**config.mk**
```make
export PLATFORM = sky130hd
export DESIGN_NAME = terrain_patch_index_generator_top_flat
export DESIGN_NICKNAME = d
export VERILOG_FILES = /design/src/sv/tpig_pkg.sv /design/src/sv/tpig_req_if.sv /design/src/sv/tpig_rsp_if.sv /design/src/sv/tpig_front.sv /design/src/sv/tpig_queue.sv /design/src/sv/tpig_back.sv /design/src/sv/terrain_patch_index_generator_top.sv /design/src/flat_wrapper.sv
export SDC_FILE = /design/constraint.sdc
export NUM_CORES = 1
export LEC_CHECK = 0
export BUFFER_PORTS_ARGS = -buffer_cell sky130_fd_sc_hd__buf_2
export CAP_MARGIN = 40
export CORE_MARGIN = 2
export CORE_UTILIZATION = 40
export DETAILED_ROUTE_END_ITERATION = 8
export PLACE_DENSITY = 0.55
export SLEW_MARGIN = 0
export SYNTH_ARGS = -nofsm -noshare
export SYNTH_HDL_FRONTEND = slang
export SYNTH_SLANG_ARGS = --single-unit
```
**constraint.sdc**
```tcl
create_clock -name clock -period 9.55 [get_ports clock]
set_input_delay 0.955 -clock clock [delete_from_list [all_inputs] [get_ports clock]]
set_output_delay 0.955 -clock clock [all_outputs]
set_load 0.02 [all_outputs]
```
**src/sv/tpig_pkg.sv**
```systemverilog
`timescale 1ns / 1ps
// -----------------------------------------------------------------------------
// Terrain patch index generator package
// Shared widths, operation codes, job record and the triangle step tables.
// -----------------------------------------------------------------------------
package tpig_pkg;

   localparam int IDX_W     = 16;   // vertex index width, wraps here
   localparam int OP_W      = 3;
   localparam int LEVEL_W   = 3;
   localparam int CELL_W    = 7;
   localparam int WIDTH_W   = 8;    // patch_width register
   localparam int STRIDE_W  = WIDTH_W + 1;
   localparam int MAX_LEVEL = 6;
   localparam int MAX_BEATS = 9;
   localparam int POS_W     = $clog2(MAX_BEATS);
   localparam int QUEUE_DEPTH = 4;  // power of two

   localparam logic [WIDTH_W-1:0] WIDTH_RESET = WIDTH_W'(64);

   localparam logic [OP_W-1:0] OP_INTERIOR     = 3'd0;
   localparam logic [OP_W-1:0] OP_TOP_SAME     = 3'd1;
   localparam logic [OP_W-1:0] OP_TOP_FINER    = 3'd2;
   localparam logic [OP_W-1:0] OP_TOP_COARSER  = 3'd3;
   localparam logic [OP_W-1:0] OP_LEFT_SAME    = 3'd4;
   localparam logic [OP_W-1:0] OP_LEFT_FINER   = 3'd5;
   localparam logic [OP_W-1:0] OP_LEFT_COARSER = 3'd6;

   // Triangle list shapes.
   typedef enum logic [2:0] {
      PAT_SQUARE,
      PAT_TOP_FAN,
      PAT_LEFT_FAN,
      PAT_TOP_FINER,
      PAT_LEFT_FINER,
      PAT_TOP_COARSER,
      PAT_LEFT_COARSER,
      PAT_REJECT
   } pattern_type;

   localparam int PATTERN_COUNT = 8;

   // Offset added to a row or column base: none, t/2, t or 2t.
   typedef enum logic [1:0] {
      D_ZERO,
      D_HALF,
      D_STEP,
      D_DOUBLE
   } delta_type;

   typedef struct packed {
      delta_type row_delta;
      delta_type col_delta;
   } step_type;

   typedef struct packed {
      pattern_type        pattern;
      logic [LEVEL_W-1:0] level;
      logic [IDX_W-1:0]   row_base;
      logic [IDX_W-1:0]   col_base;
   } job_type;

   localparam step_type ZZ = '{D_ZERO,   D_ZERO};
   localparam step_type ZH = '{D_ZERO,   D_HALF};
   localparam step_type ZS = '{D_ZERO,   D_STEP};
   localparam step_type ZD = '{D_ZERO,   D_DOUBLE};
   localparam step_type SZ = '{D_STEP,   D_ZERO};
   localparam step_type SS = '{D_STEP,   D_STEP};
   localparam step_type SD = '{D_STEP,   D_DOUBLE};
   localparam step_type HZ = '{D_HALF,   D_ZERO};
   localparam step_type DZ = '{D_DOUBLE, D_ZERO};
   localparam step_type DS = '{D_DOUBLE, D_STEP};

   localparam step_type PATTERN_TABLE [PATTERN_COUNT][MAX_BEATS] = '{
      '{ZZ, ZS, SZ, SZ, ZS, SS, ZZ, ZZ, ZZ},   // square
      '{ZZ, ZD, SS, ZD, SD, SS, ZZ, ZZ, ZZ},   // top fan
      '{ZZ, SS, DZ, SS, DS, DZ, ZZ, ZZ, ZZ},   // left fan
      '{ZZ, SS, SZ, ZD, SD, SS, ZZ, ZD, SS},   // top finer
      '{ZZ, ZS, SS, SS, DS, DZ, ZZ, SS, DZ},   // left finer
      '{ZZ, ZH, SZ, ZH, ZS, SS, ZH, SS, SZ},   // top coarser
      '{ZZ, ZS, HZ, HZ, SS, SZ, ZS, SS, HZ},   // left coarser
      '{ZZ, ZZ, ZZ, ZZ, ZZ, ZZ, ZZ, ZZ, ZZ}    // reject
   };

   localparam logic [POS_W-1:0] PATTERN_LEN [PATTERN_COUNT] = '{
      POS_W'(6), POS_W'(6), POS_W'(6), POS_W'(9),
      POS_W'(9), POS_W'(9), POS_W'(9), POS_W'(1)
   };

   function automatic logic [IDX_W-1:0] delta_value(delta_type d,
                                                    logic [LEVEL_W-1:0] level);
      logic [IDX_W-1:0] step;
      logic [IDX_W-1:0] result;
      step = IDX_W'(1) << level;
      case (d)
         D_ZERO:   result = '0;
         D_HALF:   result = step >> 1;
         D_STEP:   result = step;
         D_DOUBLE: result = step << 1;
         default:  result = '0;
      endcase
      return result;
   endfunction

endpackage

```
**src/sv/tpig_req_if.sv**
```systemverilog
`timescale 1ns / 1ps
// -----------------------------------------------------------------------------
// Request channel
// Valid/ready channel carrying one grid-cell request per beat.
// -----------------------------------------------------------------------------
interface tpig_req_if;
   import tpig_pkg::*;

   logic               valid;
   logic               ready;
   logic [OP_W-1:0]    operation;
   logic [LEVEL_W-1:0] level;
   logic [CELL_W-1:0]  cell_row;
   logic [CELL_W-1:0]  cell_col;

   modport source (output valid, operation, level, cell_row, cell_col, input ready);
   modport sink   (input valid, operation, level, cell_row, cell_col, output ready);
endinterface

```
**src/sv/tpig_rsp_if.sv**
```systemverilog
`timescale 1ns / 1ps
// -----------------------------------------------------------------------------
// Response channel
// Valid/ready channel carrying one vertex index per beat.
// -----------------------------------------------------------------------------
interface tpig_rsp_if;
   import tpig_pkg::*;

   logic             valid;
   logic             ready;
   logic [IDX_W-1:0] vertex_index;
   logic             last;
   logic             out_of_range;

   modport source (output valid, vertex_index, last, out_of_range, input ready);
   modport sink   (input valid, vertex_index, last, out_of_range, output ready);
endinterface

```
**src/sv/tpig_front.sv**
```systemverilog
`timescale 1ns / 1ps
// -----------------------------------------------------------------------------
// Request classifier
// Checks bounds, picks the triangle shape and computes the row/column base.
// -----------------------------------------------------------------------------
module tpig_front (
   tpig_req_if.sink                      req_chan,
   input  logic [tpig_pkg::WIDTH_W-1:0]  patch_width,
   input  logic                          push_ready,
   output logic                          push_valid,
   output tpig_pkg::job_type             push_job
);
   import tpig_pkg::*;

   logic [IDX_W-1:0] step;
   logic [IDX_W-1:0] half;
   logic [IDX_W-1:0] row_step;
   logic [IDX_W-1:0] col_step;
   logic [IDX_W-1:0] width_ext;
   logic [IDX_W-1:0] row_base;
   logic [IDX_W-1:0] col_base;
   logic             accept;
   pattern_type      pattern;

   assign step      = IDX_W'(1) << req_chan.level;
   assign half      = step >> 1;
   assign row_step  = IDX_W'(req_chan.cell_row) << req_chan.level;
   assign col_step  = IDX_W'(req_chan.cell_col) << req_chan.level;
   assign width_ext = IDX_W'(patch_width);

   always_comb begin
      row_base = '0;
      col_base = '0;
      pattern  = PAT_REJECT;
      accept   = 1'b0;
      unique case (req_chan.operation)
         OP_INTERIOR: begin
            row_base = step + row_step;
            col_base = step + col_step;
            pattern  = PAT_SQUARE;
            accept   = (req_chan.level <= LEVEL_W'(MAX_LEVEL)) &&
                       (row_base < width_ext) && (col_base < width_ext);
         end
         OP_TOP_SAME: begin
            col_base = col_step;
            pattern  = PAT_SQUARE;
            accept   = (req_chan.level < LEVEL_W'(MAX_LEVEL)) && (col_base < width_ext);
         end
         OP_LEFT_SAME: begin
            row_base = row_step;
            pattern  = PAT_SQUARE;
            accept   = (req_chan.level < LEVEL_W'(MAX_LEVEL)) && (row_base < width_ext);
         end
         OP_TOP_FINER: begin
            // first cell is a fan and never out of bounds
            if (req_chan.cell_col == '0) begin
               pattern = PAT_TOP_FAN;
               accept  = (req_chan.level < LEVEL_W'(MAX_LEVEL));
            end else begin
               col_base = col_step << 1;
               pattern  = PAT_TOP_FINER;
               accept   = (req_chan.level < LEVEL_W'(MAX_LEVEL)) && (col_base < width_ext);
            end
         end
         OP_LEFT_FINER: begin
            if (req_chan.cell_row == '0) begin
               pattern = PAT_LEFT_FAN;
               accept  = (req_chan.level < LEVEL_W'(MAX_LEVEL));
            end else begin
               row_base = row_step << 1;
               pattern  = PAT_LEFT_FINER;
               accept   = (req_chan.level < LEVEL_W'(MAX_LEVEL)) && (row_base < width_ext);
            end
         end
         OP_TOP_COARSER: begin
            col_base = col_step;
            pattern  = PAT_TOP_COARSER;
            accept   = (req_chan.level != '0) && (req_chan.level <= LEVEL_W'(MAX_LEVEL)) &&
                       ((col_base + half) < width_ext);
         end
         OP_LEFT_COARSER: begin
            row_base = row_step;
            pattern  = PAT_LEFT_COARSER;
            accept   = (req_chan.level != '0) && (req_chan.level <= LEVEL_W'(MAX_LEVEL)) &&
                       ((row_base + half) < width_ext);
         end
         default: begin
            accept = 1'b0;
         end
      endcase
   end

   // Rejected cells run the one-beat pattern on zero bases, giving index zero.
   always_comb begin
      push_job.level    = req_chan.level;
      push_job.pattern  = accept ? pattern  : PAT_REJECT;
      push_job.row_base = accept ? row_base : '0;
      push_job.col_base = accept ? col_base : '0;
   end

   assign push_valid     = req_chan.valid;
   assign req_chan.ready = push_ready;

endmodule

```
**src/sv/tpig_queue.sv**
```systemverilog
`timescale 1ns / 1ps
// -----------------------------------------------------------------------------
// Job queue
// Small FIFO of classified jobs between the classifier and the sequencer.
// -----------------------------------------------------------------------------
module tpig_queue (
   input  logic              clock,
   input  logic              reset,
   input  logic              push_valid,
   output logic              push_ready,
   input  tpig_pkg::job_type push_job,
   output logic              pop_valid,
   input  logic              pop_ready,
   output tpig_pkg::job_type pop_job
);
   import tpig_pkg::*;

   localparam int PTR_W = $clog2(QUEUE_DEPTH);
   localparam int CNT_W = $clog2(QUEUE_DEPTH + 1);

   job_type          entry_ff [QUEUE_DEPTH];
   logic [PTR_W-1:0] wr_ptr_ff, wr_ptr_in;
   logic [PTR_W-1:0] rd_ptr_ff, rd_ptr_in;
   logic [CNT_W-1:0] count_ff, count_in;
   logic             do_push;
   logic             do_pop;

   assign push_ready = (count_ff != CNT_W'(QUEUE_DEPTH));
   assign pop_valid  = (count_ff != '0);
   assign pop_job    = entry_ff[rd_ptr_ff];
   assign do_push    = push_valid && push_ready;
   assign do_pop     = pop_valid && pop_ready;

   always_comb begin
      wr_ptr_in = do_push ? wr_ptr_ff + PTR_W'(1) : wr_ptr_ff;
      rd_ptr_in = do_pop  ? rd_ptr_ff + PTR_W'(1) : rd_ptr_ff;
      count_in  = count_ff;
      if (do_push && !do_pop) begin
         count_in = count_ff + CNT_W'(1);
      end else if (do_pop && !do_push) begin
         count_in = count_ff - CNT_W'(1);
      end
   end

   always_ff @(posedge clock) begin
      if (reset) begin
         wr_ptr_ff <= '0;
         rd_ptr_ff <= '0;
         count_ff  <= '0;
      end else begin
         wr_ptr_ff <= wr_ptr_in;
         rd_ptr_ff <= rd_ptr_in;
         count_ff  <= count_in;
      end
   end

   always_ff @(posedge clock) begin
      if (do_push) begin
         entry_ff[wr_ptr_ff] <= push_job;
      end
   end

endmodule

```
**src/sv/tpig_back.sv**
```systemverilog
`timescale 1ns / 1ps
// -----------------------------------------------------------------------------
// Index sequencer
// Walks a job's step table one beat per cycle unless the response port stalls, forming row*stride + column.
// -----------------------------------------------------------------------------
module tpig_back (
   input  logic                          clock,
   input  logic                          reset,
   input  logic [tpig_pkg::WIDTH_W-1:0]  patch_width,
   input  logic                          pop_valid,
   output logic                          pop_ready,
   input  tpig_pkg::job_type             pop_job,
   tpig_rsp_if.source                    rsp_chan
);
   import tpig_pkg::*;

   localparam int PROD_W = IDX_W + STRIDE_W;

   step_type          step;
   logic              is_last;
   logic [POS_W-1:0]  pos_ff, pos_in;
   logic              beat_valid_ff, beat_valid_in;
   logic [IDX_W-1:0]  beat_row_ff;
   logic [IDX_W-1:0]  beat_col_ff;
   logic              beat_last_ff;
   logic              beat_oor_ff;
   logic              out_valid_ff, out_valid_in;
   logic [IDX_W-1:0]  out_index_ff;
   logic              out_last_ff;
   logic              out_oor_ff;
   logic [STRIDE_W-1:0] stride;
   logic [PROD_W-1:0] product;
   logic              out_load;
   logic              beat_load;

   assign step    = PATTERN_TABLE[pop_job.pattern][pos_ff];
   assign is_last = (pos_ff == PATTERN_LEN[pop_job.pattern] - POS_W'(1));

   // Fill a stage when it is empty or drains in the same cycle.
   assign out_load  = beat_valid_ff && (!out_valid_ff || rsp_chan.ready);
   assign beat_load = pop_valid && (!beat_valid_ff || out_load);
   assign pop_ready = beat_load && is_last;

   always_comb begin
      pos_in = pos_ff;
      if (beat_load) begin
         pos_in = is_last ? '0 : pos_ff + POS_W'(1);
      end
      beat_valid_in = beat_load || (beat_valid_ff && !out_load);
      out_valid_in  = out_load || (out_valid_ff && !rsp_chan.ready);
   end

   always_ff @(posedge clock) begin
      if (reset) begin
         pos_ff        <= '0;
         beat_valid_ff <= 1'b0;
         out_valid_ff  <= 1'b0;
      end else begin
         pos_ff        <= pos_in;
         beat_valid_ff <= beat_valid_in;
         out_valid_ff  <= out_valid_in;
      end
   end

   always_ff @(posedge clock) begin
      if (beat_load) begin
         beat_row_ff  <= pop_job.row_base + delta_value(step.row_delta, pop_job.level);
         beat_col_ff  <= pop_job.col_base + delta_value(step.col_delta, pop_job.level);
         beat_last_ff <= is_last;
         beat_oor_ff  <= (pop_job.pattern == PAT_REJECT);
      end
   end

   assign stride  = STRIDE_W'(patch_width) + STRIDE_W'(1);
   assign product = PROD_W'(beat_row_ff) * PROD_W'(stride);

   always_ff @(posedge clock) begin
      if (out_load) begin
         out_index_ff <= product[IDX_W-1:0] + beat_col_ff;
         out_last_ff  <= beat_last_ff;
         out_oor_ff   <= beat_oor_ff;
      end
   end

   assign rsp_chan.valid        = out_valid_ff;
   assign rsp_chan.vertex_index = out_index_ff;
   assign rsp_chan.last         = out_last_ff;
   assign rsp_chan.out_of_range = out_oor_ff;

endmodule

```
**src/sv/terrain_patch_index_generator_top.sv**
```systemverilog
`timescale 1ns / 1ps
// Each request beat names one grid cell of a square terrain patch, a stitching
// variant and a detail level (step t = 2^level); the block answers with that
// cell's triangle vertex indices into a vertex grid of stride patch_width + 1,
// one index per response beat, with last set on the final beat of the cell.
// Interior and same-level edge cells give 6 beats, finer and coarser stitching
// cells give 9, the first finer cell is a 6-beat fan, and a rejected request
// (cell past its bound, level out of range, unused operation code) gives one
// beat with index zero and out_of_range set. The response port moves one index
// per clock while ready is not held low, and cells follow each other with no
// gap while the next is queued; the index sequencer sets this rate. A request
// passes the job queue and the sequencer's beat and output registers before
// its first index is valid. Write patch_width only while the block is idle.
// -----------------------------------------------------------------------------
// Terrain patch index generator, top level
// Classifier, job queue and index sequencer plus the patch width register.
// -----------------------------------------------------------------------------
module terrain_patch_index_generator_top (
   input  logic                          clock,
   input  logic                          reset,
   tpig_req_if.sink                      req_chan,
   tpig_rsp_if.source                    rsp_chan,
   input  logic                          csr_write_enable,
   input  logic [tpig_pkg::WIDTH_W-1:0]  csr_write_data
);
   import tpig_pkg::*;

   logic [WIDTH_W-1:0] patch_width_ff, patch_width_in;

   // Classifier to queue.
   logic    push_valid;
   logic    push_ready;
   job_type push_job;

   // Queue to sequencer.
   logic    pop_valid;
   logic    pop_ready;
   job_type pop_job;

   // Hold the width unless software writes it.
   assign patch_width_in = csr_write_enable ? csr_write_data : patch_width_ff;

   always_ff @(posedge clock) begin
      if (reset) begin
         patch_width_ff <= WIDTH_RESET;
      end else begin
         patch_width_ff <= patch_width_in;
      end
   end

   // Classify each request and compute its row and column bases.
   tpig_front u_front (
      .req_chan    (req_chan),
      .patch_width (patch_width_ff),
      .push_ready  (push_ready),
      .push_valid  (push_valid),
      .push_job    (push_job)
   );

   // Decouple request acceptance from index emission.
   tpig_queue u_queue (
      .clock      (clock),
      .reset      (reset),
      .push_valid (push_valid),
      .push_ready (push_ready),
      .push_job   (push_job),
      .pop_valid  (pop_valid),
      .pop_ready  (pop_ready),
      .pop_job    (pop_job)
   );

   // Emit one index per beat; drop the job on its last beat.
   tpig_back u_back (
      .clock       (clock),
      .reset       (reset),
      .patch_width (patch_width_ff),
      .pop_valid   (pop_valid),
      .pop_ready   (pop_ready),
      .pop_job     (pop_job),
      .rsp_chan    (rsp_chan)
   );

endmodule
```
**src/flat_wrapper.sv**
```systemverilog
// flat-port wrapper written by rule: the top's interface ports become plain ports
module terrain_patch_index_generator_top_flat import tpig_pkg::*;
  (clock, reset, csr_write_enable, csr_write_data, req_chan_valid, req_chan_operation, req_chan_level, req_chan_cell_row, req_chan_cell_col, req_chan_ready, rsp_chan_valid, rsp_chan_vertex_index, rsp_chan_last, rsp_chan_out_of_range, rsp_chan_ready);
  tpig_req_if req_chan_i ();
  tpig_rsp_if rsp_chan_i ();
  input  logic clock;
  input  logic reset;
  input  logic csr_write_enable;
  input  logic [tpig_pkg::WIDTH_W-1:0] csr_write_data;
  input wire logic [$bits(req_chan_i.valid)-1:0] req_chan_valid;
  input wire logic [$bits(req_chan_i.operation)-1:0] req_chan_operation;
  input wire logic [$bits(req_chan_i.level)-1:0] req_chan_level;
  input wire logic [$bits(req_chan_i.cell_row)-1:0] req_chan_cell_row;
  input wire logic [$bits(req_chan_i.cell_col)-1:0] req_chan_cell_col;
  output wire logic [$bits(req_chan_i.ready)-1:0] req_chan_ready;
  output wire logic [$bits(rsp_chan_i.valid)-1:0] rsp_chan_valid;
  output wire logic [$bits(rsp_chan_i.vertex_index)-1:0] rsp_chan_vertex_index;
  output wire logic [$bits(rsp_chan_i.last)-1:0] rsp_chan_last;
  output wire logic [$bits(rsp_chan_i.out_of_range)-1:0] rsp_chan_out_of_range;
  input wire logic [$bits(rsp_chan_i.ready)-1:0] rsp_chan_ready;
  assign req_chan_i.valid = req_chan_valid;
  assign req_chan_i.operation = req_chan_operation;
  assign req_chan_i.level = req_chan_level;
  assign req_chan_i.cell_row = req_chan_cell_row;
  assign req_chan_i.cell_col = req_chan_cell_col;
  assign req_chan_ready = req_chan_i.ready;
  assign rsp_chan_valid = rsp_chan_i.valid;
  assign rsp_chan_vertex_index = rsp_chan_i.vertex_index;
  assign rsp_chan_last = rsp_chan_i.last;
  assign rsp_chan_out_of_range = rsp_chan_i.out_of_range;
  assign rsp_chan_i.ready = rsp_chan_ready;
  terrain_patch_index_generator_top u_core (.clock(clock), .reset(reset), .req_chan(req_chan_i), .rsp_chan(rsp_chan_i), .csr_write_enable(csr_write_enable), .csr_write_data(csr_write_data));
endmodule
```
After elaboration in Yosys (flattened, before gate mapping) --
Memories as Yosys holds them, arrays and structs flattened. A register that Yosys moved wholly into a read port is not among the register bits. Index checks and enable logic that the tools add are counted.
Storage, ports and cells: input bits 33, register bits after elaboration 73, bits in latches 0, bits in writable memories 152, word-level logic and storage cells 135, output and inout port bits 20, bits in read-only memories 320, memories kept 3
Operators by class: shift-type cells 4, add/sub/neg operators 14, reductions and logical operators 39, equal/unequal tests 15, bitwise operators 2, order comparisons 12, muxes and demuxes 31, div/mod/pow operators 0, multipliers 1
Memories:
- (no name shown) | words 8, bits a word 36, read ports 1, clocked after Yosys merged registers in 0, write ports 0, RTL line tpig_back.sv:36 | assign step = PATTERN_TABLE[pop_job.pattern][pos_ff];
- u_core.u_queue.entry_ff | words 4, bits a word 38, read ports 1, clocked after Yosys merged registers in 1, write ports 1, RTL line tpig_queue.sv:21 | job_type entry_ff [QUEUE_DEPTH];
- (no name shown) | words 8, bits a word 4, read ports 1, clocked after Yosys merged registers in 0, write ports 0, RTL line tpig_back.sv:37 | assign is_last = (pos_ff == PATTERN_LEN[pop_job.pattern] - POS_W'(1));
Operators by type and width (count):
- 16-bit by 8-bit < comparator with 1-bit output | 8
- 16-bit case mux with 4 select lines | 2
- 16-bit 2-to-1 mux | 6
- 16-bit case mux with 3 select lines | 2
- 16-bit adder | 5
- 36-bit 2-to-1 mux | 2
- 16-bit by 15-bit adder with 16-bit output | 2
- 1-bit by 3-bit left shift with 16-bit output (first input constant) | 2
- 7-bit by 3-bit left shift with 16-bit output | 2
- 4-bit 2-to-1 mux | 5
- 1-bit logical AND | 18
- 4-bit binary-select mux with 4-bit select | 1
- 16-bit by 9-bit multiplier with 16-bit output | 1
- 3-bit case mux with 5 select lines | 1
- 7-bit logical NOT | 2
- 3-bit equality test (second input constant) | 4
- 3-bit 2-to-1 mux | 4
- 8-bit by 1-bit adder with 9-bit output (second input constant) | 1
- 2-bit equality test (second input constant) | 4
- 1-bit case mux with 7 select lines | 1
- 3-bit by 2-bit equality test with 1-bit output (second input constant) | 2
- 1-bit logical NOT | 6
- 2-bit 2-to-1 mux | 3
- 3-bit nonzero test | 2
- 22 further kinds | 32

Longest topological paths before layout --
Gate-level depths: netlist of run 1.
depth after elaboration 11, depth in mapped cells 25, gate-level depth less buffers 23

Hierarchy --
Synthesis of run 1 repeated with hierarchy kept, for this count alone.
Unflattened totals: cell total of the unflattened synthesis 1682, area total of the unflattened synthesis 18171.2 sq um
Modules (own cells, without submodules):
- tpig_back | seq. area each 1681.6 sq um, instances 1, cells each 736, area each 7066.8 sq um
- tpig_queue | seq. area each 4744.6 sq um, instances 1, cells each 246, area each 5963.2 sq um
- tpig_front | seq. area each 0.0 sq um, instances 1, cells each 674, area each 4850.9 sq um
- terrain_patch_index_generator_top | seq. area each 160.2 sq um, instances 1, cells each 26, area each 290.3 sq um

Worst setup path before layout of run 1 --
Ideal clock, no wire load.
path type input to register, from input req_chan_level[2], to memory u_core.u_queue.entry_ff[0][36] in the netlist's numbering (data pin), arrival time 5.793 ns, library setup time 0.279 ns, setup slack 3.478 ns, stages 22, required time 9.271 ns, buffers on the path 6, cell sequence buf_2 buf_2 clkbuf_1 buf_1 clkbuf_1 nor3_1 ha_1 a221o_1 a41oi_1 o21ai_0 a21oi_1 ha_1 nand3_1 nand3_1 a211o_1 a221o_1 a211oi_1 and4_1 nand4_1 a21oi_2 buf_4 nand3_1
RTL lines:
- start, declared | RTL line flat_wrapper.sv:12 | input wire logic [$bits(req_chan_i.level)-1:0] req_chan_level;
- end, declared | RTL line tpig_queue.sv:21

==> results.sh, run 1 <==
export IMPL_flip_flop_and_latch_count_after_synthesis=219
export IMPL_mostFrequentLayoutCells="196 x sky130_fd_sc_hd__edfxtp_1, 139 x sky130_fd_sc_hd__ha_1, 135 x sky130_fd_sc_hd__inv_1"
export IMPL_timing_critical_path_slowest_stage_cell="sky130_fd_sc_hd__o21ai_0"
export IMPL_chipWidth_um=212
export IMPL_finalCriticalPeriod_ps=6880
export IMPL_cts_repair_resize_count=0
export IMPL_rsz_0062_raised_after_global_routing="no"
export IMPL_postCtsSetupRepairBufs=0
export IMPL_timing_final_max_slew_violations=0
export IMPL_rows=76
export IMPL_portion_of_the_clock_cycle_consumed_by_the_worst_path_in_the_final_layout_pct=72.0
export IMPL_path_clk_slew_ps=60
export IMPL_boundaryPins=53
export IMPL_share_comb_of_total_power_pct=60.8
export IMPL_synth_cell_area_mm2=0.0172
export IMPL_worstSetupStartpointType="input pin"
export IMPL_grt_overflow_total=0
export IMPL_cts_sinks=219
export IMPL_yosys_area_share_adder_pct=20.1
export IMPL_starting_density_of_the_core_pct=40.3
export IMPL_routed_via_density=5.48
export IMPL_drc=0
export IMPL_vdd_drop_max_mv=0.348
export IMPL_grt_max_degree=48
export IMPL_worst_endpoint_required_ps=9850
export IMPL_syn_avg_cell_area_um2=10.9
export IMPL_final_nets=1924
export IMPL_worstHoldPathType="reg2reg"
export IMPL_maximum_clock_frequency_mhz=145
export IMPL_netlist_cell_type_count=83
export IMPL_clk_latency_ps=530
export IMPL_area_of_the_multi_input_gates_mm2=0.0103
export IMPL_grt_pass1_vias=12800
export IMPL_max_slew_worst_pin_slew_ps=936
export IMPL_final_setup_viol_count=0
export IMPL_final_hold_violation_count=0
export IMPL_number_of_cells_on_the_worst_reg_to_reg_path=20
export IMPL_share_of_cells_above_drive_strength_1_pct=11.9
export IMPL_worstSetupEndpointType="register"
export IMPL_power_per_cell_area_mw_per_mm2=349
export IMPL_drt_first_iter_violations=812
export IMPL_arrival_time_of_data_at_the_critical_path_endpoint_ps=7170
export IMPL_holdBufCountCts=0
export IMPL_clock_tree_htree_level_count=1
export IMPL_fin_setup_tns_ps=0
export IMPL_seq_area_frac_synth_pct=36.8
export IMPL_main_combinational_cell_family_by_area_after_synthesis="adder cells"
export IMPL_cts_inserted_buffers=24
export IMPL_critical_path_depth=20
export IMPL_synth_xor_area_share_pct=5.13
export IMPL_detail_route_wirelength_mm=43.7
export IMPL_layout_commonest_cell="sky130_fd_sc_hd__edfxtp_1"
export IMPL_n_antenna_cell=0
export IMPL_pleak_nw=7.71
export IMPL_worst_path_dominant_cell_family="compound AO/OA/AOI/OAI gates"
export IMPL_drtPass1Iterations=5
export IMPL_timing_setup_critical_path_class="in2reg"
export IMPL_reported_net_switching_power_mw=2.73
export IMPL_netlist_instances=1579
export IMPL_drtAntennaViolNets=0
export IMPL_internal_power_mw=3.95
export IMPL_cts_tree="built"
export IMPL_crit_fanout=47
export IMPL_filler_cell_count=4016
export IMPL_gr_usage_all_layers_pct=20.0
export IMPL_flow_area_growth_from_synthesis_pct=11.1
export IMPL_detailedPlacementHpwl_mm=32.4
export IMPL_simple_gate_portion_of_the_synthesized_area_pct=13.6
export IMPL_fin_area_mm2=0.0192
export IMPL_status="finished clean"
export IMPL_skew_ps=16.2
export IMPL_crit_path_largest_cell_delay_ps=720
export IMPL_antenna_found_initial=0
export IMPL_hold_depth=0
export IMPL_detailed_place_area_mm2=0.0183
export IMPL_die_area_mm2=0.0448
export IMPL_p_seq_share_pct=24.3
export IMPL_finish_utilization_pct=44.8
export IMPL_port_buffer_count=52
export IMPL_max_cap_violations=0
export IMPL_cts_root_buf="sky130_fd_sc_hd__clkbuf_16"
export IMPL_synth_async_reset_ratio_pct=0
export IMPL_clock_tree_buffer_depth=3
export IMPL_power_share_switching_pct=40.9
export IMPL_gp_congestion=0.900
export IMPL_clockPowerShare_pct=14.9
export IMPL_hold_worst_slack_ps=426
export IMPL_routed_via_count=12200
export IMPL_yosys_most_used_dff="sky130_fd_sc_hd__edfxtp_1"
export IMPL_critical_path_cell_chain="buf_2 -> inv_1 -> mux2_2 -> o21ai_0 -> ha_1 -> and3_1 -> nand3_1 -> nand2_1 -> xor2_1 -> ha_1 -> a211oi_1 -> nand2_1 -> a211o_1 -> a221o_1 -> a211oi_1 -> and4_1 -> nand4_1 -> a21oi_2 -> buf_6 -> nor3b_1"
export IMPL_die_y_um=212
export IMPL_ys_warn_count=0
export IMPL_grt_pass1_wl_mm=70.4
export IMPL_crit_buf_inv=3
export IMPL_worst_slew_margin_rel_pct=37.6
export IMPL_regArea_mm2=0.00635
export IMPL_synth_compound_area_share_pct=11.8
export IMPL_synth_mux_area_fraction_pct=8.04
export IMPL_number_of_synthesized_flops_with_an_enable_pin=196
export IMPL_wl_per_cell_um=19.6
export IMPL_core_mm2=0.0428
worst register-to-register path: stages, from the launching register on:
cell	delay (ps)
sky130_fd_sc_hd__dfxtp_1	710
sky130_fd_sc_hd__and3_1	340
sky130_fd_sc_hd__and2_1	200
sky130_fd_sc_hd__nand4_1	120
sky130_fd_sc_hd__xnor2_1	710
sky130_fd_sc_hd__and2_1	260
sky130_fd_sc_hd__fa_1	460
sky130_fd_sc_hd__fa_1	530
sky130_fd_sc_hd__fa_1	520
sky130_fd_sc_hd__fa_1	540
sky130_fd_sc_hd__inv_1	50
sky130_fd_sc_hd__fa_1	490
sky130_fd_sc_hd__inv_1	40
sky130_fd_sc_hd__ha_1	340
sky130_fd_sc_hd__and2_1	210
sky130_fd_sc_hd__a31o_2	210
sky130_fd_sc_hd__a31oi_1	250
sky130_fd_sc_hd__a21oi_1	160
sky130_fd_sc_hd__a21o_1	210
sky130_fd_sc_hd__a21oi_1	170
sky130_fd_sc_hd__xnor2_1	80
per-stage QoR:
stage                     setup WS (ps)  std cells  total power, mW
after CTS                          2710       2230             6.79
after global placement             2180       2182             5.67
after global routing               2040       2231             7.43
after detailed placement           2190       2186             5.76
after floorplan                    3480       1626             4.86
final                              2670       2231             6.68
flip-flops by register name, indices dropped and copies added (netlist names), named ones only:
name	flops
u_core.patch_width_ff	8
u_core.u_back.beat_col_ff	16
u_core.u_back.beat_last_ff	1
u_core.u_back.beat_oor_ff	1
u_core.u_back.beat_row_ff	16
u_core.u_back.beat_valid_ff	1
u_core.u_back.pos_ff	4
u_core.u_back.rsp_chan.last	1
u_core.u_back.rsp_chan.out_of_range	1
u_core.u_back.rsp_chan.valid	1
u_core.u_back.rsp_chan.vertex_index	16
u_core.u_queue.count_ff	3
u_core.u_queue.entry_ff	144
u_core.u_queue.rd_ptr_ff	2
u_core.u_queue.wr_ptr_ff	2
routing by layer:
layer	wire (µm)	up-vias	global-route usage, %
li1	-	5844	-
met1	19300	6015	26.4
met5	0	-	0
met3	1930	73	2.05
met2	21300	287	35.0
met4	1160	0	5.93
power by group through the flow:
stage               Sequential, mW  Clock, mW  Combinational [mW]
floorplan                     1.64          0                3.22
global placement              1.64          0                4.02
detailed placement            1.65          0                4.11
CTS                           1.63       1.02                4.14
global route                  1.65       1.06                4.72
finish                        1.62      0.998                4.06
logic make-up after synthesis:
logic type,after synthesis
AOI/OAI and AO/OA,291
muxes,87
other,1
and+or+nand+nor,456
xor gates and xnor gates,101
DFF,219
buffers and inverters,197
adders and majority gates,227
path summary, 6_finish.rpt:
kind,slack (ps),start,to
setup / recovery,2670,req_chan_level[1],u_core.u_queue.entry_ff[3][1]$_DFFE_PP_
hold / removal,430,u_core.u_back.beat_last_ff$_DFFE_PP_,u_core.u_back.rsp_chan.last$_DFFE_PP_
setup reg to reg,2690,u_core.patch_width_ff[2]$_SDFFE_PP0P_,u_core.u_back.rsp_chan.vertex_index[14]$_DFFE_PP_
hold reg to reg,430,u_core.u_back.beat_last_ff$_DFFE_PP_,u_core.u_back.rsp_chan.last$_DFFE_PP_
area by class of cell:
| cell class | count | area share [%] |
|---|---|---|
| Timing Repair Buffer | 76 | 2.33 |
| Inverter | 136 | 2.66 |
| Clock buffer | 29 | 3.34 |
| Sequential cell | 219 | 33.1 |
| Tap cell | 546 | 3.56 |
| Multi-Input combinational cell | 1210 | 53.9 |
| Clock inverter | 15 | 1.11 |
cells in the mapped netlist, drive strengths merged (10+ instances only):
| cell type | number | area, µm² |
|---|---|---|
| nand3 | 28 | 140 |
| fa | 85 | 1700 |
| a211oi | 14 | 105 |
| buf | 22 | 116 |
| nand2b | 23 | 144 |
| inv | 135 | 507 |
| nor2 | 85 | 319 |
| a21o | 28 | 210 |
| a31oi | 13 | 81.3 |
| edfxtp | 196 | 5890 |
| a222oi | 13 | 130 |
| o21ai | 53 | 265 |
| mux2i | 32 | 320 |
| mux4 | 39 | 878 |
| a2111oi | 10 | 138 |
| nor3 | 21 | 110 |
| ha | 139 | 1740 |
| xor2 | 35 | 307 |
| and3 | 18 | 113 |
| clkbuf | 39 | 146 |
| nor2b | 69 | 432 |
| and2 | 40 | 250 |
| dfxtp | 23 | 460 |
| a21oi | 70 | 358 |
| nand2 | 124 | 465 |
| mux2 | 16 | 188 |
| xnor2 | 66 | 578 |
Power figures use the tool's default switching activity.
==> run 2: changes to the inputs <==
--- a/config.mk
+++ b/config.mk
@@ -5,12 +5,13 @@
 export SDC_FILE = /design/constraint.sdc
 export NUM_CORES = 1
 export LEC_CHECK = 0
+export ABC_AREA = 1
 export BUFFER_PORTS_ARGS = -buffer_cell sky130_fd_sc_hd__buf_2
 export CAP_MARGIN = 40
 export CORE_MARGIN = 2
 export CORE_UTILIZATION = 40
 export DETAILED_ROUTE_END_ITERATION = 8
-export PLACE_DENSITY = 0.55
+export PLACE_DENSITY = 0.57
 export SLEW_MARGIN = 0
 export SYNTH_ARGS = -nofsm -noshare
 export SYNTH_HDL_FRONTEND = slang
==> constraint.sdc (replaced) <==
create_clock -name clock -period 5.5 [get_ports clock]
set_input_delay 0.55 -clock clock [delete_from_list [all_inputs] [get_ports clock]]
set_output_delay 0.55 -clock clock [all_outputs]
set_load 0.02 [all_outputs]
==> run 2 against run 1 <==
Clock-buffer cell count is 1 higher. Critical path depth is 1 higher. Sequential share of layout area is 1.0 points lower. Final area is 3.3% higher. Combinational power is 150% higher. Clock skew is 4.2 ps lower. Via count is 16% higher. Register-to-register slack worse by 2400 ps. Critical endpoint is now u_core.u_back.rsp_chan.vertex_index[15]$_DFFE_PP_. Largest cell class unchanged. Core utilization is 1.4 points higher. Wire length is 7.6% higher.
==> results.sh, run 2 <==
export IMPL_status="finished clean"
export IMPL_gr_usage_all_layers_pct=21.4
export IMPL_cts_tree="built"
export IMPL_number_of_cells_on_the_worst_reg_to_reg_path=21
export IMPL_worstHoldPathType="in2reg"
export IMPL_pleak_nw=9.04
export IMPL_finalCriticalPeriod_ps=5210
export IMPL_ys_warn_count=0
export IMPL_cts_root_buf="sky130_fd_sc_hd__clkbuf_16"
export IMPL_detailedPlacementHpwl_mm=36.9
export IMPL_port_buffer_count=52
export IMPL_synth_top_area_share_pct=34.0
export IMPL_largest_register_ff_count=144
export IMPL_rows=76
export IMPL_critical_path_cell_chain="nand2_1 -> nor2_4 -> xor2_2 -> buf_4 -> buf_4 -> nor2_1 -> fa_1 -> fa_1 -> fa_1 -> fa_1 -> inv_1 -> fa_1 -> inv_1 -> ha_2 -> nand2_1 -> a21oi_1 -> a211oi_2 -> o221ai_1 -> a21oi_2 -> nand3b_1 -> nand2_1"
export IMPL_share_comb_of_total_power_pct=68.3
export IMPL_regToRegSetupSlack_ps=290
export IMPL_starting_density_of_the_core_pct=40.4
export IMPL_timing_setup_critical_path_class="reg2reg"
export IMPL_met3WireLength_mm=2.22
export IMPL_clock_tree_htree_level_count=1
export IMPL_critical_path_reg2reg_endpoint="u_core.u_back.rsp_chan.vertex_index[15]$_DFFE_PP_"
export IMPL_cts_sinks=219
export IMPL_synth_top_cell_by_area="sky130_fd_sc_hd__edfxtp_1"
export IMPL_power_share_switching_pct=45.7
export IMPL_antenna_found_initial=0
export IMPL_drt_first_iter_violations=938
export IMPL_worstSetupStartpointType="register"
export IMPL_clockPowerShare_pct=12.0
export IMPL_synth_cell_area_mm2=0.0173
export IMPL_mostFrequentLayoutCells="464 x sky130_fd_sc_hd__nand2_1, 304 x sky130_fd_sc_hd__inv_1, 213 x sky130_fd_sc_hd__nor2_1"
export IMPL_grt_max_degree=49
export IMPL_worst_r2r_startpoint="u_core.patch_width_ff[3]$_SDFFE_PP0P_"
export IMPL_core_mm2=0.0429
export IMPL_clock_tree_buffer_depth=3
export IMPL_routed_via_density=5.03
export IMPL_highest_layer="met4"
export IMPL_path_clk_slew_ps=60
export IMPL_grt_pass1_vias=14000
export IMPL_most_frequently_used_cell_type_in_the_post_synthesis_netlist="sky130_fd_sc_hd__nand2_1"
export IMPL_max_slew_worst_pin_slew_ps=637
export IMPL_chipWidth_um=212
export IMPL_arrival_time_of_data_at_the_critical_path_endpoint_ps=5520
export IMPL_maximum_clock_frequency_mhz=192
export IMPL_die_y_um=212
export IMPL_power_per_cell_area_mw_per_mm2=742
export IMPL_layout_commonest_cell="sky130_fd_sc_hd__nand2_1"
export IMPL_drc=0
export IMPL_whs_endpoint="u_core.u_back.beat_valid_ff$_SDFF_PP0_"
export IMPL_crit_path_frequent_cell="sky130_fd_sc_hd__fa_1"
export IMPL_detail_route_wirelength_mm=47.0
export IMPL_reported_net_switching_power_mw=6.71
export IMPL_final_hold_violation_count=0
export IMPL_netlist_instances=2065
export IMPL_share_of_cells_above_drive_strength_1_pct=10.9
export IMPL_gp_congestion=0.929
export IMPL_post_synth_main_area_contributors="sky130_fd_sc_hd__edfxtp_1 34%, sky130_fd_sc_hd__nand2_1 10%, sky130_fd_sc_hd__ha_1 10%"
export IMPL_worst_slew_margin_rel_pct=57.2
export IMPL_final_nets=2464
export IMPL_power_mw=14.7
export IMPL_yosys_most_used_dff="sky130_fd_sc_hd__edfxtp_1"
export IMPL_internal_power_mw=7.98
export IMPL_largest_register="u_core.u_queue.entry_ff"
export IMPL_crit_path_largest_cell_delay_ps=590
export IMPL_synth_common_cells="465 x sky130_fd_sc_hd__nand2_1, 305 x sky130_fd_sc_hd__inv_1, 222 x sky130_fd_sc_hd__nor2_1, 196 x sky130_fd_sc_hd__edfxtp_1, 139 x sky130_fd_sc_hd__ha_1"
export IMPL_wl_per_cell_um=16.7
export IMPL_final_setup_viol_count=0
export IMPL_drtPass1Iterations=5
export IMPL_n_antenna_cell=0
export IMPL_vdd_drop_max_mv=1.28
export IMPL_grt_pass1_wl_mm=75.1
export IMPL_worst_hold_path_startpoint="reset"
export IMPL_synth_async_reset_ratio_pct=0
export IMPL_holdBufCountCts=0
export IMPL_clk_latency_ps=550
export IMPL_m1_wire_length_mm=20.9
export IMPL_crit_fanout=5
export IMPL_timing_critical_path_slowest_stage_cell="sky130_fd_sc_hd__fa_1"
export IMPL_seq_area_frac_synth_pct=36.6
export IMPL_portion_of_the_clock_cycle_consumed_by_the_worst_path_in_the_final_layout_pct=94.7
export IMPL_worstSetupEndpointType="register"
export IMPL_timing_final_max_slew_violations=0
export IMPL_wl_met2_mm=22.6
export IMPL_worst_endpoint_required_ps=5810
export IMPL_skew_ps=12.0
export IMPL_hold_depth=2
export IMPL_p_seq_share_pct=19.6
export IMPL_number_of_synthesized_flops_with_an_enable_pin=196
export IMPL_drtAntennaViolNets=0
export IMPL_syn_avg_cell_area_um2=8.39
export IMPL_finish_utilization_pct=46.2
export IMPL_flow_area_growth_from_synthesis_pct=14.3
export IMPL_cts_inserted_buffers=25
export IMPL_grt_overflow_total=0
export IMPL_boundaryPins=53
export IMPL_routed_via_count=14100
export IMPL_max_cap_violations=0
export IMPL_flip_flop_and_latch_count_after_synthesis=219
export IMPL_netlist_cell_type_count=52
export IMPL_fin_setup_tns_ps=0
export IMPL_die_area_mm2=0.0450
==> run 2: cell count changes in the layout (fill, tap and decap cells not counted), moves of 28 or more <==
cell and delta:
sky130_fd_sc_hd__and2_1 -38, sky130_fd_sc_hd__o21ai_0 +33, sky130_fd_sc_hd__mux2i_1 -32, sky130_fd_sc_hd__nor2b_1 -68, sky130_fd_sc_hd__nor2_1 +128, sky130_fd_sc_hd__nand2_1 +340
sky130_fd_sc_hd__mux4_2 -39, sky130_fd_sc_hd__xnor2_1 -46, sky130_fd_sc_hd__xor2_1 +28, sky130_fd_sc_hd__buf_4 +42, sky130_fd_sc_hd__nand3_1 +78, sky130_fd_sc_hd__inv_1 +169
==> run 2: per-layer routing <==
metal	vias up	track usage, %
li1	7050	-
met5	-	0
met3	75	2.56
met2	337	36.6
met1	6680	28.4
met4	0	6.53
==> run 2: cells by family (layout without fill, tap and decap cells) <==
logic type	count (synthesis)	after routing	share of synthesized area [%]
AOI/OAI and AO/OA	300	300	10.2
xor gates and xnor gates	85	85	4.30
adders and majority gates	224	224	19.9
buffers and inverters	362	476	8.13
DFF	219	219	36.6
other	1	48	0.0216
and+or+nand+nor	874	874	20.8
==> run 2: power by group through the flow <==
stage	clock network, mW	registers (mW)	logic [mW]
after floorplan	0	2.92	6.79
after global placement	0	2.92	9.27
after detailed placement	0	2.92	9.40
after CTS	1.81	2.89	9.45
after global routing	1.87	2.92	11.6
final	1.77	2.88	10.0
==> run 2: through the flow <==
| stage | setup WS [ps] | cells | instance area (µm²) | hold WS [ps] |
|---|---|---|---|---|
| floorplan | 78.6 | 2112 | 17500 | 400 |
| global placement | 112 | 2762 | 18800 | 404 |
| detailed placement | 69.1 | 2763 | 18800 | 405 |
| CTS | 62.9 | 2809 | 19600 | 188 |
| global route | -24.7 | 2811 | 19800 | 199 |
| finish | 292 | 2811 | 19800 | 211 |
==> run 2: layout make-up <==
| type | instances | area, µm² |
|---|---|---|
| clock buffer | 30 | 654 |
| clock inverter | 16 | 221 |
| fill | 4202 | 23100 |
| inverter | 314 | 1180 |
| multi-input combinational | 1531 | 9910 |
| sequential | 219 | 6350 |
| tap | 585 | 732 |
| timing repair buffer | 116 | 742 |
==> run 2: worst max-delay path by stage <==
stage,endpoint,start,slack [ps]
3_5_place_dp,u_core.u_back.rsp_chan.vertex_index[15]$_DFFE_PP_,u_core.patch_width_ff[1]$_SDFFE_PP0P_,70
3_3_place_gp,u_core.u_back.rsp_chan.vertex_index[14]$_DFFE_PP_,u_core.patch_width_ff[2]$_SDFFE_PP0P_,110
2_1_floorplan,u_core.u_back.rsp_chan.vertex_index[14]$_DFFE_PP_,u_core.patch_width_ff[0]$_SDFFE_PP0P_,80
5_1_grt,u_core.u_back.rsp_chan.vertex_index[15]$_DFFE_PP_,u_core.patch_width_ff[0]$_SDFFE_PP0P_,-20
4_1_cts,u_core.u_back.rsp_chan.vertex_index[14]$_DFFE_PP_,u_core.patch_width_ff[2]$_SDFFE_PP0P_,60
6_report,u_core.u_back.rsp_chan.vertex_index[15]$_DFFE_PP_,u_core.patch_width_ff[3]$_SDFFE_PP0P_,290
==> run 2: what timing repair did <==
item                                    4_1_cts  5_1_grt
setup buffers                                 0        2
resized for setup                             0       42
endpoints found under the setup margin        0        8
==> run 2: critical path, delay by kind of cell (launching register included) <==
| kind | cells | cell delay, ps |
|---|---|---|
| adder cells (fa/ha/maj) | 6 | 2900 |
| AND/OR/NAND/NOR | 6 | 590 |
| AO/OA/AOI/OAI | 4 | 550 |
| buffers and inverters | 4 | 380 |
| flip-flops | 1 | 360 |
| XOR/XNOR | 1 | 220 |
==> run 3: changes to the inputs <==
--- a/config.mk
+++ b/config.mk
@@ -8,8 +8,9 @@
 export ABC_AREA = 1
 export BUFFER_PORTS_ARGS = -buffer_cell sky130_fd_sc_hd__buf_2
 export CAP_MARGIN = 40
-export CORE_MARGIN = 2
+export CORE_MARGIN = 10
 export CORE_UTILIZATION = 40
+export CTS_CLUSTER_DIAMETER = 60
 export DETAILED_ROUTE_END_ITERATION = 8
 export PLACE_DENSITY = 0.57
 export SLEW_MARGIN = 0
==> run 3 against run 2 <==
Global-route usage shrank 3.6 points. Worst hold slack gained 22 ps. Final cell count grew 0.11%. Clock-buffer cell count is the same. Final area shrank 0.33%. Critical path depth is the same. Register-to-register slack lost 140 ps. First-iteration DRC count shrank 22%. Critical path type unchanged.
==> results.sh, run 3 (synthesis gave the netlist of run 2 again) <==
export IMPL_boundaryPins=53
export IMPL_final_setup_viol_count=0
export IMPL_port_buffer_count=52
export IMPL_status="finished clean"
export IMPL_path_clk_slew_ps=60
export IMPL_clk_latency_ps=550
export IMPL_starting_density_of_the_core_pct=40.3
export IMPL_grt_pass1_wl_mm=75.6
export IMPL_flow_area_growth_from_synthesis_pct=13.9
export IMPL_largest_register="u_core.u_queue.entry_ff"
export IMPL_core_mm2=0.0430
export IMPL_max_slew_worst_pin_slew_ps=730
export IMPL_max_cap_violations=0
export IMPL_clock_tree_htree_level_count=1
export IMPL_detail_route_wirelength_mm=47.5
export IMPL_drtAntennaViolNets=0
export IMPL_filler_cell_count=4276
export IMPL_gr_usage_all_layers_pct=17.8
export IMPL_clock_tree_buffer_depth=3
export IMPL_final_nets=2472
export IMPL_crit_path_largest_cell_delay_ps=550
export IMPL_critical_path_cell_chain="nand3_2 -> nor2_4 -> xor2_2 -> clkdlybuf4s15_2 -> or2_2 -> fa_1 -> fa_1 -> inv_1 -> fa_1 -> fa_1 -> inv_1 -> fa_1 -> inv_1 -> ha_4 -> nand2_1 -> a21oi_1 -> a211oi_1 -> o221ai_1 -> a21oi_2 -> nand3b_1 -> nand2_1"
export IMPL_grt_pass1_vias=13800
export IMPL_grt_max_degree=59
export IMPL_finish_utilization_pct=45.9
export IMPL_share_of_cells_above_drive_strength_1_pct=11.0
export IMPL_grt_overflow_total=0
export IMPL_mostFrequentLayoutCells="459 x sky130_fd_sc_hd__nand2_1, 304 x sky130_fd_sc_hd__inv_1, 214 x sky130_fd_sc_hd__nor2_1"
export IMPL_worst_path_dominant_cell_family="adder cells"
export IMPL_cts_sinks=219
export IMPL_crit_buf_inv=4
export IMPL_finalCriticalPeriod_ps=5350
export IMPL_worst_slew_margin_rel_pct=50.9
export IMPL_arrival_time_of_data_at_the_critical_path_endpoint_ps=5650
export IMPL_skew_ps=20.4
export IMPL_chipWidth_um=228
export IMPL_layout_commonest_cell="sky130_fd_sc_hd__nand2_1"
export IMPL_maximum_clock_frequency_mhz=187
export IMPL_largest_register_ff_count=144
export IMPL_timing_critical_path_slowest_stage_cell="sky130_fd_sc_hd__fa_1"
export IMPL_worstSetupStartpointType="register"
export IMPL_area_of_the_multi_input_gates_mm2=0.00992
export IMPL_wl_per_cell_um=16.9
export IMPL_die_y_um=228
export IMPL_final_hold_violation_count=0
export IMPL_rows=76
export IMPL_worstSetupEndpointType="register"
export IMPL_worstHoldPathType="in2reg"
export IMPL_crit_path_frequent_cell="sky130_fd_sc_hd__fa_1"
export IMPL_detailedPlacementHpwl_mm=37.3
export IMPL_routed_via_count=14200
export IMPL_drc=0
export IMPL_gp_congestion=0.943
export IMPL_antenna_found_initial=0
export IMPL_regArea_mm2=0.00635
export IMPL_portion_of_the_clock_cycle_consumed_by_the_worst_path_in_the_final_layout_pct=97.3
export IMPL_cts_root_buf="sky130_fd_sc_hd__clkbuf_16"
export IMPL_timing_setup_critical_path_class="reg2reg"
export IMPL_drtPass1Iterations=6
export IMPL_die_area_mm2=0.0520
export IMPL_cts_tree="built"
export IMPL_n_antenna_cell=0
export IMPL_routed_via_density=5.05
export IMPL_drt_first_iter_violations=735
export IMPL_crit_fanout=5
export IMPL_cts_inserted_buffers=25
export IMPL_worst_endpoint_required_ps=5800
export IMPL_timing_final_max_slew_violations=0
## run 3: changes by cell type in the layout (fill, tap and decap cells not counted), moves of 2 or more
cell and change:
sky130_fd_sc_hd__bufinv_16 -4, sky130_fd_sc_hd__nand2_2 +4, sky130_fd_sc_hd__a21oi_1 +2, sky130_fd_sc_hd__a21oi_2 -2
sky130_fd_sc_hd__buf_4 +8, sky130_fd_sc_hd__nand2_1 -5, sky130_fd_sc_hd__dfxtp_2 -2, sky130_fd_sc_hd__inv_4 -2
## run 3: timing repair
item,4_1_cts,5_1_grt
gates resized for setup,0,42
setup buffers,0,5
hold buffers,0,0
endpoints found under the setup margin,0,7
## run 3: cell type report
cell class                 count  area share, %
sequential                   219           32.2
multi-input combinational   1531           50.3
timing repair buffer         124           4.10
clock inverter                11          0.475
tap                          585           3.71
inverter                     314           5.98
clock buffer                  30           3.27
## run 3: routing by layer
layer	GRT usage (%)	vias to the layer above	routed length, µm
met3	1.51	52	1700
li1	-	7057	-
met1	23.1	6764	21400
met2	31.8	327	23500
met5	0	-	0
met4	3.77	0	850
## run 3: final timing paths
check,from,depth (start not counted),to,slack (ps)
worst max-delay path,u_core.patch_width_ff[2]$_SDFFE_PP0P_,21,u_core.u_back.rsp_chan.vertex_index[15]$_DFFE_PP_,150
worst min-delay path,csr_write_data[6],3,u_core.patch_width_ff[6]$_SDFFE_PP1P_,230
worst max register to register,u_core.patch_width_ff[2]$_SDFFE_PP0P_,21,u_core.u_back.rsp_chan.vertex_index[15]$_DFFE_PP_,150
worst min register to register,u_core.u_back.beat_oor_ff$_DFFE_PP_,0,u_core.u_back.rsp_chan.out_of_range$_DFFE_PP_,420
## run 3: through the flow
step | hold slack, ps | area, µm² | setup WS, ps | TNS, ps | cells
5_1_grt | 244 | 19700 | -115 | -212 | 2814
3_5_place_dp | 407 | 18800 | 1.35 | 0 | 2767
4_1_cts | 234 | 19500 | 9.10 | 0 | 2808
3_3_place_gp | 405 | 18800 | 123 | 0 | 2767
6_report | 233 | 19700 | 151 | 0 | 2814
2_1_floorplan | 400 | 17500 | 78.6 | 0 | 2112
## run 3: worst min-delay path, stage by stage
cell and delay [ps]:
sky130_fd_sc_hd__buf_2 80, sky130_fd_sc_hd__a21oi_1 50, sky130_fd_sc_hd__o21ai_0 60
Power of run 3 is not shown: default switching activity piles up to over one toggle a cycle in this logic, so the estimate is an artifact.
